[src/rtl/cxd_pkg.sv]
package cxd_pkg;

   localparam int unsigned MAX_HEX_DIGITS = 8;
   localparam int unsigned DIGIT_COUNT_W  = 4;
   localparam int unsigned SIZE_W         = 32;

   localparam logic [7:0] CHAR_CR      = 8'h0D;
   localparam logic [7:0] CHAR_LF      = 8'h0A;
   localparam logic [7:0] CHAR_ZERO    = 8'h30;
   localparam logic [7:0] CHAR_NINE    = 8'h39;
   localparam logic [7:0] CHAR_LOWER_A = 8'h61;
   localparam logic [7:0] CHAR_LOWER_F = 8'h66;
   localparam logic [7:0] CHAR_UPPER_A = 8'h41;
   localparam logic [7:0] CHAR_UPPER_F = 8'h46;

   typedef enum logic [2:0] {
      PH_LENGTH = 3'd0,
      PH_EXT    = 3'd1,
      PH_DATA   = 3'd2,
      PH_TRAIL  = 3'd3,
      PH_DONE   = 3'd4
   } phase_type;

   typedef enum logic [1:0] {
      ST_RUNNING  = 2'd0,
      ST_COMPLETE = 2'd1,
      ST_ERROR    = 2'd2
   } status_type;

   typedef struct packed {
      logic       end_of_stream;
      logic [7:0] in_byte;
   } item_type;

   typedef struct packed {
      logic [1:0] status;
      logic       is_payload;
      logic       out_valid;
      logic [7:0] out_byte;
   } result_type;

endpackage

[src/rtl/cxd_in_reg.sv]
module cxd_in_reg (
   input  logic              clock,
   input  logic              reset,
   input  logic              in_valid,
   output logic              in_ready,
   input  cxd_pkg::item_type in_item,
   output logic              out_valid,
   input  logic              out_ready,
   output cxd_pkg::item_type out_item
);
   import cxd_pkg::*;

   logic     valid_ff;
   logic     valid_in;
   item_type item_ff;

   assign in_ready  = !valid_ff || out_ready;
   assign out_valid = valid_ff;
   assign out_item  = item_ff;

   always_comb begin
      valid_in = valid_ff;
      if (in_ready) begin
         valid_in = in_valid;
      end
   end

   always_ff @(posedge clock) begin
      if (reset) begin
         valid_ff <= 1'b0;
      end else begin
         valid_ff <= valid_in;
      end
      if (in_valid && in_ready) begin
         item_ff <= in_item;
      end
   end

endmodule

[src/rtl/cxd_core.sv]
module cxd_core (
   input  logic                clock,
   input  logic                reset,
   input  logic                csr_wen,
   input  logic                csr_wdata,
   input  logic                in_valid,
   output logic                in_ready,
   input  cxd_pkg::item_type   in_item,
   output logic                out_valid,
   input  logic                out_ready,
   output cxd_pkg::result_type out_result
);
   import cxd_pkg::*;

   phase_type                  phase_ff, phase_in;
   logic [DIGIT_COUNT_W-1:0]   digit_count_ff, digit_count_in;
   logic [SIZE_W-1:0]          chunk_size_ff, chunk_size_in;
   logic [SIZE_W-1:0]          bytes_taken_ff, bytes_taken_in;
   logic                       cr_seen_ff, cr_seen_in;
   logic                       done_ff, done_in;
   logic                       error_ff, error_in;
   logic                       strip_ff;
   logic                       out_valid_ff;
   result_type                 result_ff, result_in;
   logic                       fire;
   logic                       emit;
   logic                       payload;
   logic                       is_hex;
   logic [3:0]                 hex_val;
   logic                       is_cr;
   logic                       is_lf;
   logic [7:0]                 b;

   assign in_ready   = !out_valid_ff || out_ready;
   assign fire       = in_valid && in_ready;
   assign out_valid  = out_valid_ff;
   assign out_result = result_ff;
   assign b          = in_item.in_byte;
   assign is_cr      = (b == CHAR_CR);
   assign is_lf      = (b == CHAR_LF);

   always_comb begin
      is_hex  = 1'b1;
      hex_val = '0;
      priority if (b >= CHAR_ZERO && b <= CHAR_NINE) begin
         hex_val = 4'(b - CHAR_ZERO);
      end else if (b >= CHAR_LOWER_A && b <= CHAR_LOWER_F) begin
         hex_val = 4'(b - CHAR_LOWER_A + 8'd10);
      end else if (b >= CHAR_UPPER_A && b <= CHAR_UPPER_F) begin
         hex_val = 4'(b - CHAR_UPPER_A + 8'd10);
      end else begin
         is_hex = 1'b0;
      end
   end

   always_comb begin
      phase_in       = phase_ff;
      digit_count_in = digit_count_ff;
      chunk_size_in  = chunk_size_ff;
      bytes_taken_in = bytes_taken_ff;
      cr_seen_in     = cr_seen_ff;
      done_in        = done_ff;
      error_in       = error_ff;
      emit           = 1'b0;
      payload        = 1'b0;
      if (!error_ff) begin
         unique case (phase_ff)
            PH_LENGTH: begin
               if (is_hex) begin
                  if (digit_count_ff >= DIGIT_COUNT_W'(MAX_HEX_DIGITS)) begin
                     error_in = 1'b1;
                  end else begin
                     chunk_size_in  = {chunk_size_ff[SIZE_W-5:0], hex_val};
                     digit_count_in = digit_count_ff + 1'b1;
                     emit           = 1'b1;
                  end
               end else if (digit_count_ff == '0) begin
                  error_in = 1'b1;
               end else begin
                  bytes_taken_in = '0;
                  emit           = 1'b1;
                  if (chunk_size_ff == '0) begin
                     phase_in   = PH_DONE;
                     cr_seen_in = 1'b0;
                     done_in    = 1'b1;
                  end else begin
                     phase_in   = PH_EXT;
                     cr_seen_in = is_cr;
                  end
               end
            end
            PH_EXT, PH_TRAIL: begin
               emit = 1'b1;
               if (cr_seen_ff && is_lf) begin
                  cr_seen_in = 1'b0;
                  if (phase_ff == PH_EXT) begin
                     bytes_taken_in = '0;
                     phase_in       = PH_DATA;
                  end else begin
                     digit_count_in = '0;
                     chunk_size_in  = '0;
                     phase_in       = PH_LENGTH;
                  end
               end else begin
                  cr_seen_in = is_cr;
               end
            end
            PH_DATA: begin
               emit = 1'b1;
               if (bytes_taken_ff < chunk_size_ff) begin
                  bytes_taken_in = bytes_taken_ff + 1'b1;
                  payload        = 1'b1;
               end else begin
                  phase_in   = PH_TRAIL;
                  cr_seen_in = is_cr;
               end
            end
            PH_DONE: begin
               done_in = 1'b1;
               emit    = 1'b1;
            end
            default: begin
            end
         endcase
         if (emit && !payload && strip_ff) begin
            emit = 1'b0;
         end
         if (error_in) begin
            emit = 1'b0;
         end
         if (!error_in && in_item.end_of_stream && !done_in) begin
            error_in = 1'b1;
         end
      end
      result_in.out_byte   = emit ? b : 8'd0;
      result_in.out_valid  = emit;
      result_in.is_payload = emit && payload;
      result_in.status     = error_in ? ST_ERROR : (done_in ? ST_COMPLETE : ST_RUNNING);
   end

   always_ff @(posedge clock) begin
      if (reset) begin
         phase_ff       <= PH_LENGTH;
         digit_count_ff <= '0;
         chunk_size_ff  <= '0;
         bytes_taken_ff <= '0;
         cr_seen_ff     <= 1'b0;
         done_ff        <= 1'b0;
         error_ff       <= 1'b0;
         strip_ff       <= 1'b1;
         out_valid_ff   <= 1'b0;
      end else begin
         if (csr_wen) begin
            strip_ff <= csr_wdata;
         end
         if (fire) begin
            phase_ff       <= phase_in;
            digit_count_ff <= digit_count_in;
            chunk_size_ff  <= chunk_size_in;
            bytes_taken_ff <= bytes_taken_in;
            cr_seen_ff     <= cr_seen_in;
            done_ff        <= done_in;
            error_ff       <= error_in;
         end
         if (in_ready) begin
            out_valid_ff <= in_valid;
         end
      end
      if (fire) begin
         result_ff <= result_in;
      end
   end

   a_error_sticky: assert property (@(posedge clock) disable iff (reset)
      error_ff |=> error_ff)
      else $error("error flag cleared without reset");

   a_done_phase: assert property (@(posedge clock) disable iff (reset)
      done_ff |-> phase_ff == PH_DONE)
      else $error("done set outside end phase");

   a_data_bound: assert property (@(posedge clock) disable iff (reset)
      phase_ff == PH_DATA |-> bytes_taken_ff <= chunk_size_ff)
      else $error("payload count beyond chunk size");

   a_payload_valid: assert property (@(posedge clock) disable iff (reset)
      out_valid_ff && result_ff.is_payload |-> result_ff.out_valid)
      else $error("payload marked on dropped byte");

   a_error_silent: assert property (@(posedge clock) disable iff (reset)
      fire && error_ff |=> !result_ff.out_valid && result_ff.status == ST_ERROR)
      else $error("byte emitted after error");

endmodule

[src/rtl/chunked_transfer_decoder.sv]
// A taken byte is held in the input register, then decoded into the core's result register, from which it can transfer.
// Throughput: one byte per cycle without rsp stalls; length/payload state updates in a single pass.
// Backpressure on rsp holds both registers; req_tready drops once both hold a byte.
// Reset (synchronous, active high) clears all decode state and sets strip_framing to 1.
module chunked_transfer_decoder (
   input  logic        clock,
   input  logic        reset,
   input  logic        csr_wen,
   input  logic        csr_wdata,    // strip_framing
   input  logic        req_tvalid,
   output logic        req_tready,
   input  logic [7:0]  req_tdata,    // [7:0] in_byte
   input  logic        req_tlast,    // end_of_stream
   output logic        rsp_tvalid,
   input  logic        rsp_tready,
   output logic [15:0] rsp_tdata,    // [7:0] out_byte, [8] out_valid, [10:9] status
   output logic        rsp_tuser     // is_payload
);
   import cxd_pkg::*;

   item_type   req_item;
   item_type   stage_item;
   logic       stage_valid;
   logic       stage_ready;
   result_type result;

   assign req_item.in_byte       = req_tdata;
   assign req_item.end_of_stream = req_tlast;

   cxd_in_reg u_in_reg (
      .clock     (clock),
      .reset     (reset),
      .in_valid  (req_tvalid),
      .in_ready  (req_tready),
      .in_item   (req_item),
      .out_valid (stage_valid),
      .out_ready (stage_ready),
      .out_item  (stage_item)
   );

   cxd_core u_core (
      .clock      (clock),
      .reset      (reset),
      .csr_wen    (csr_wen),
      .csr_wdata  (csr_wdata),
      .in_valid   (stage_valid),
      .in_ready   (stage_ready),
      .in_item    (stage_item),
      .out_valid  (rsp_tvalid),
      .out_ready  (rsp_tready),
      .out_result (result)
   );

   assign rsp_tdata = {5'd0, result.status, result.out_valid, result.out_byte};
   assign rsp_tuser = result.is_payload;

endmodule
[config.mk]
export PLATFORM = sky130hd
export DESIGN_NAME = chunked_transfer_decoder
export DESIGN_NICKNAME = d
export VERILOG_FILES = /design/src/rtl/cxd_pkg.sv /design/src/rtl/cxd_in_reg.sv /design/src/rtl/cxd_core.sv /design/src/rtl/chunked_transfer_decoder.sv
export SDC_FILE = /design/constraint.sdc
export NUM_CORES = 1
export LEC_CHECK = 0
export BUFFER_PORTS_ARGS = -buffer_cell sky130_fd_sc_hd__buf_2
export CORE_MARGIN = 4
export CORE_UTILIZATION = 66
export DETAILED_ROUTE_END_ITERATION = 10
export PLACE_DENSITY = 0.86
export SYNTH_ARGS = -nofsm -noshare
export SYNTH_HDL_FRONTEND = slang
export SYNTH_SLANG_ARGS = --single-unit
[constraint.sdc]
create_clock -name clock -period 5.7 [get_ports clock]
set_input_delay 1.14 -clock clock [delete_from_list [all_inputs] [get_ports clock]]
set_output_delay 1.14 -clock clock [all_outputs]
set_load 0.05 [all_outputs]
Word level (Yosys, flattened, before mapping)
Index checks and enable logic that the tools add are counted.
{"block": "totals", "wordCells": 137, "register_bits": 98}
{"block": "classes", "n_mux": 61, "order_cmp": 8, "add_sub_neg": 7, "bitwise_logic": 1, "reduce_logical": 29, "n_eq_ne": 15}
{"operator": "32-bit 2-to-1 mux", "count": 9}
{"operator": "32-bit one-hot mux with 3 select lines", "count": 1}
{"operator": "32-bit one-hot mux with 2 select lines", "count": 1}
{"operator": "32-bit by 1-bit adder with 32-bit output (second input constant)", "count": 1}
{"operator": "32-bit logical NOT", "count": 1}
{"operator": "32-bit < comparator", "count": 1}
{"operator": "1-bit 2-to-1 mux", "count": 32}
{"operator": "4-bit 2-to-1 mux", "count": 7}
{"operator": "8-bit by 4-bit equality test with 1-bit output (second input constant)", "count": 2}
{"operator": "8-bit by 7-bit greater-or-equal comparator with 1-bit output (second input constant)", "count": 2}
{"operator": "8-bit by 7-bit <= comparator with 1-bit output (second input constant)", "count": 2}
{"operator": "3-bit 2-to-1 mux", "count": 5}
{"operator": "7-bit AND reduction", "count": 2}
{"operator": "4-bit by 1-bit subtractor with 4-bit output (second input constant)", "count": 3}
{"operator": "1-bit logical AND", "count": 11}
{"operator": "2-bit inequality test (second input constant)", "count": 5}
{"operator": "3-bit one-hot mux with 3 select lines", "count": 1}
{"operator": "4-bit adder (second input constant)", "count": 2}
{"operator": "8-bit by 6-bit greater-or-equal comparator with 1-bit output (second input constant)", "count": 1}
{"operator": "8-bit by 6-bit <= comparator with 1-bit output (second input constant)", "count": 1}
{"operator": "2-bit by 1-bit inequality test with 1-bit output (second input constant)", "count": 4}
{"operator": "4-bit one-hot mux with 2 select lines", "count": 1}
{"operator": "8-bit AND reduction", "count": 1}
{"operator": "3-bit by 2-bit equality test with 1-bit output (second input constant)", "count": 2}
{"operator": "17 further kinds", "count": 23}

Longest topological paths before layout
{"block": "logic_depth", "word_depth": 14, "mapped_depth": 11}

Modules after synthesis
A second synthesis with hierarchy kept.
{"block": "unflattened", "hier_cells": 587, "area_unflattened_um2": 5350.1}
{"mod": "cxd_core", "cells_per_inst": 567, "area_each_um2": 4983.5, "n_inst": 1}
{"mod": "cxd_in_reg", "cells_per_inst": 14, "area_each_um2": 325.3, "n_inst": 1}
{"mod": "chunked_transfer_decoder", "cells_per_inst": 6, "area_each_um2": 41.3, "n_inst": 1}

Least setup slack after synthesis
Ideal clock, no wire load.
{"block": "synth_path", "kind": "in2reg", "startpoint": "in rsp_tready", "endpoint": "reg u_core.chunk_size_ff[0]", "required_time_ns": 5.572, "path_slack_ns": 2.699, "stages": 8, "n_path_buf": 2, "arrival_time_ns": 2.873, "cell_sequence": "nor2b_1 > nor2_1 > nand2_1 > nor3_1 > buf_4 > buf_4 > mux2i_1 > nor2_1"}
{"block": "synth_between", "elab_chain_cells": 3}
{"element": "start: declaration", "line": "chunked_transfer_decoder.sv:15", "rtl": "input logic rsp_tready,"}
{"element": "1-bit logical OR", "line": "cxd_core.sv:34", "rtl": "assign in_ready = !out_valid_ff || out_ready;"}
{"element": "1-bit logical AND", "line": "cxd_core.sv:35", "rtl": "assign fire = in_valid && in_ready;"}
{"element": "net u_core.fire", "line": "cxd_core.sv:25", "rtl": "logic fire;"}
{"element": "7-bit AND reduction (no line)"}
{"element": "end signal: assignment", "line": "cxd_core.sv:159", "rtl": "chunk_size_ff <= chunk_size_in;"}
{"element": "end: declaration", "line": "cxd_core.sv:17", "rtl": "logic [SIZE_W-1:0] chunk_size_ff, chunk_size_in;"}
The timed path passes the listed nets, and every way through them passes these cells.
A chain may end at the register's enable or synchronous reset.

Final worst setup path
{"block": "layout_path", "startpoint": "in rsp_tready", "endpoint": "reg u_core.chunk_size_ff[1]"}
Same word-level chain as after synthesis.

==> key figures <==
Power and ir drop
  • Lkg Pwr: 2.06 nW
  • Power per cell area: around 230 nW/um^2
  • Max rail drop VDD: ~0.00015 V
  • Total power: 1.31 mW

Global routing
  • Vias in the first global route: approximately 4.2k
  • Initial antenna violation count: 0
  • Largest net degree at the start of global routing: slightly above 60
  • GRT Residual Overflow: 0
  • Gr usage total: 0.249
  • First-pass GRT wire length: slightly above 20000 um

Timing
  • Slew Viols, Final: 0
  • Final Hold Vio Count: 0
  • Setup TNS: 0 ns
  • Final count of negative-setup-slack endpoints: 0
  • Hold Slack: around 0.47 ns
  • Min cycle time layout: about 3.4 ns
  • Layout Skew: roughly 0.01 ns
  • Worst Max-Slew Pin Slew: between 1 and 1.5 ns
  • Max Clk Rate: approximately 300 MHz
  • Worst slew margin: 0.206
  • Period utilisation layout: 0.596
  • RSZ-0062 raised after global routing: no

Route
  • DR pass1 iterations: 5
  • First DRT Iteration DRCs: between 300 and 400
  • Routed via count: around 4.5k
  • Post-route antenna net violation count: 0
  • Via density: about 6.2
  • Post-Route WL: ~12000 um
  • DRC Markers: 0
  • WL/cell: 16.2 um

Critical path
  • Setup crit start: rsp_tready
  • Worst path required time: just under 6 ns
  • Slowest-stage cell, CP: nor2_1
  • Most used cell, CP: nor2_1
  • Worst Setup Start Kind: input pin
  • R2r startpoint: u_in_reg.out_item[1]
  • Critical Path End Type: flip-flop
  • Worst path max stage delay: a little under 0.9 ns
  • Crit Path Category: in2reg
  • WP data arrival: 3.65 ns
  • Max FO, Critical Path: 35
  • CP bufs+invs: 2
  • Delay-heaviest family, CP: simple AND/OR/NAND/NOR gates
  • Worst path cell trace: buf_2 -> nor2b_1 -> nor2_1 -> nand2_1 -> nor3_2 -> buf_4 -> mux2i_1 -> nor2_1

Placement
  • # port buffers: 28
  • Dpl hpwl: between 8000 and 9000 um
  • Placed cell area: 5550 sq um
  • Final GP Congestion: 0.878

Clock network
  • CTS root buf: clkbuf_8
  • Post-CTS setup buffer count: 0
  • Post-CTS Resized: 0
  • Hold_buf cts: 0
  • TritonCTS Sinks: about 100
  • CTS tree: yes
  • CTS clock-pin slew for the worst setup and hold paths: approximately 0.10 ns
  • CTS buffer count: 9
  • Clock buffer depth: 2
  • Clock insertion delay at the later pin of the skew report: between 0.3 and 0.4 ns
  • H-tree depth: 3

Synth
  • Post-synth ARST share: 0
  • Syn avg cell area: 9.05 sq um
  • Synth Instances: 593
  • Register area share after synthesis: 0.405
  • Post-synth EDFFs: 21
  • Ys Warns: 0
  • Mapped Area: 5370 sq um
  • Seq cells post-synth: 98
  • Biggest area consumer among synthesized cells: dfxtp_1
  • Unique masters post-synth: just under 60
  • Top post-synthesis cells by area: dfxtp_1, edfxtp_1, ha_1
  • Post-synth top flop: dfxtp_1
  • Proportion of netlist area held by the largest area contributor: 0.287

Floorplan
  • Die Width: just under 100 um
  • Total core area: about 8000 sq um
  • Die Y: about 98 um
  • Ports: 34
  • DIE AREA: ~9600 sq um
  • Cell Rows: 32
  • Initial Util: 0.688

Final layout
  • Leading cell type in the layout, fill and taps excluded: dfxtp_1
  • Fraction of layout cells with a size suffix above 1: 0.0943
  • Multi-input gate area: 2930 sq um
  • Commonest cells after routing, fill and taps aside: dfxtp_1, nor2_1, a21oi_1
  • Nets@finish: ~660
  • Sequential Area: 2170 sq um
  • # diodes: 0
  • Number of fill cells: 582
  • Synth-to-Final Area Change: 7.74%
  • Design Area, Final: between 5000 and 6000 sq um

Flow run
  • Max-cap violations: 0

Worst hold path
  • Hold_sp: u_core.cr_seen_ff
  • Hold crit path type: reg2reg

Outcome
  • Outcome: complete, no violations
## synthesized netlist by cell type (4+ instances only)
cell      instances
nand2_1          40
edfxtp_1         21
a211oi_1          4
ha_1             38
nor3_1           10
dfxtp_1          77
inv_1            40
nand2b_1          4
xnor2_1           6
a21oi_1          43
nor4_1           13
nand3_1          17
and3_1            6
and2_1           11
nor2b_1          10
clkbuf_1         16
nand4_1          12
or3_1             5
or4_1            26
buf_4             9
nor2_1           65
o21ai_0          10
o31ai_1          25
mux2i_1          37
buf_2             5
## where the power goes
group / leakage, nW / switching (mW) / internal (mW)
Sequential: 0.826 / 0.00795 / 0.717
Combinational: 1.12 / 0.0492 / 0.0187
Clock: 0.114 / 0.261 / 0.256
## layout make-up
class	instances	share of cell area
Inverter	41	0.0266
Clock inverter	7	0.0186
Clock buffer	9	0.0214
Timing Repair Buffer	32	0.0294
Multi-Input combinational cell	428	0.506
Tap cell	102	0.0221
Sequential cell	98	0.376
## per-layer routing
layer  track usage  up-vias  part of all wire
li1              -     2202                 -
met1         0.354     2138              0.45
met2         0.395      116              0.48
met3        0.0386       25             0.053
met4        0.0683        0             0.020
met5             0        -                 0
## worst register-to-register path, delay by kind of cell, from the launching register on
kind | cells | cell delay [ns]
compound gates | 4 | 1.32
fa+ha+maj | 1 | 0.21
simple gates | 2 | 0.20
mux | 1 | 0.29
flops | 1 | 0.51
buf+inv | 2 | 0.64
## cell families (layout without fill, tap and decap cells)
| group | after synthesis | in the layout | synth area share |
|---|---|---|---|
| compound gates | 111 | 111 | 0.144 |
| other cells | 1 | 5 | 0.000699 |
| xor+xnor | 6 | 6 | 0.00979 |
| fa+ha+maj | 38 | 38 | 0.0886 |
| simple gates | 231 | 231 | 0.226 |
| mux | 37 | 37 | 0.0690 |
| flops | 98 | 98 | 0.405 |
| buf+inv | 71 | 89 | 0.0571 |
## state kept, by name (all words and copies together), names as in the netlist
register               count
u_core.phase_ff            3
u_core.done_ff             1
u_core.digit_count_ff      4
u_core.out_result         12
u_core.error_ff            1
u_in_reg.out_valid         1
u_core.out_valid           1
u_core.strip_ff            1
u_core.cr_seen_ff          1
u_core.bytes_taken_ff     32
u_core.chunk_size_ff      32
u_in_reg.out_item          9
## stage by stage
stage / setup slack [ns] / utilization / instances
2_1_floorplan: 2.70 / - / 597
4_1_cts: 2.33 / 0.741 / 717
3_5_place_dp: 1.95 / 0.711 / 701
5_1_grt: 2.06 / 0.741 / 717
3_3_place_gp: 2.13 / 0.711 / 701
6_report: 2.30 / 0.741 / 717
## worst paths after layout
| path | end | slack [ns] | depth (start not counted) |
|---|---|---|---|
| min | u_core.cr_seen_ff | 0.47 | 2 |
| max | u_core.chunk_size_ff[1] | 2.30 | 8 |
| min reg2reg | u_core.cr_seen_ff | 0.47 | 2 |
| max reg2reg | u_core.chunk_size_ff[1] | 2.40 | 10 |
(Power assumes the default switching activity.)
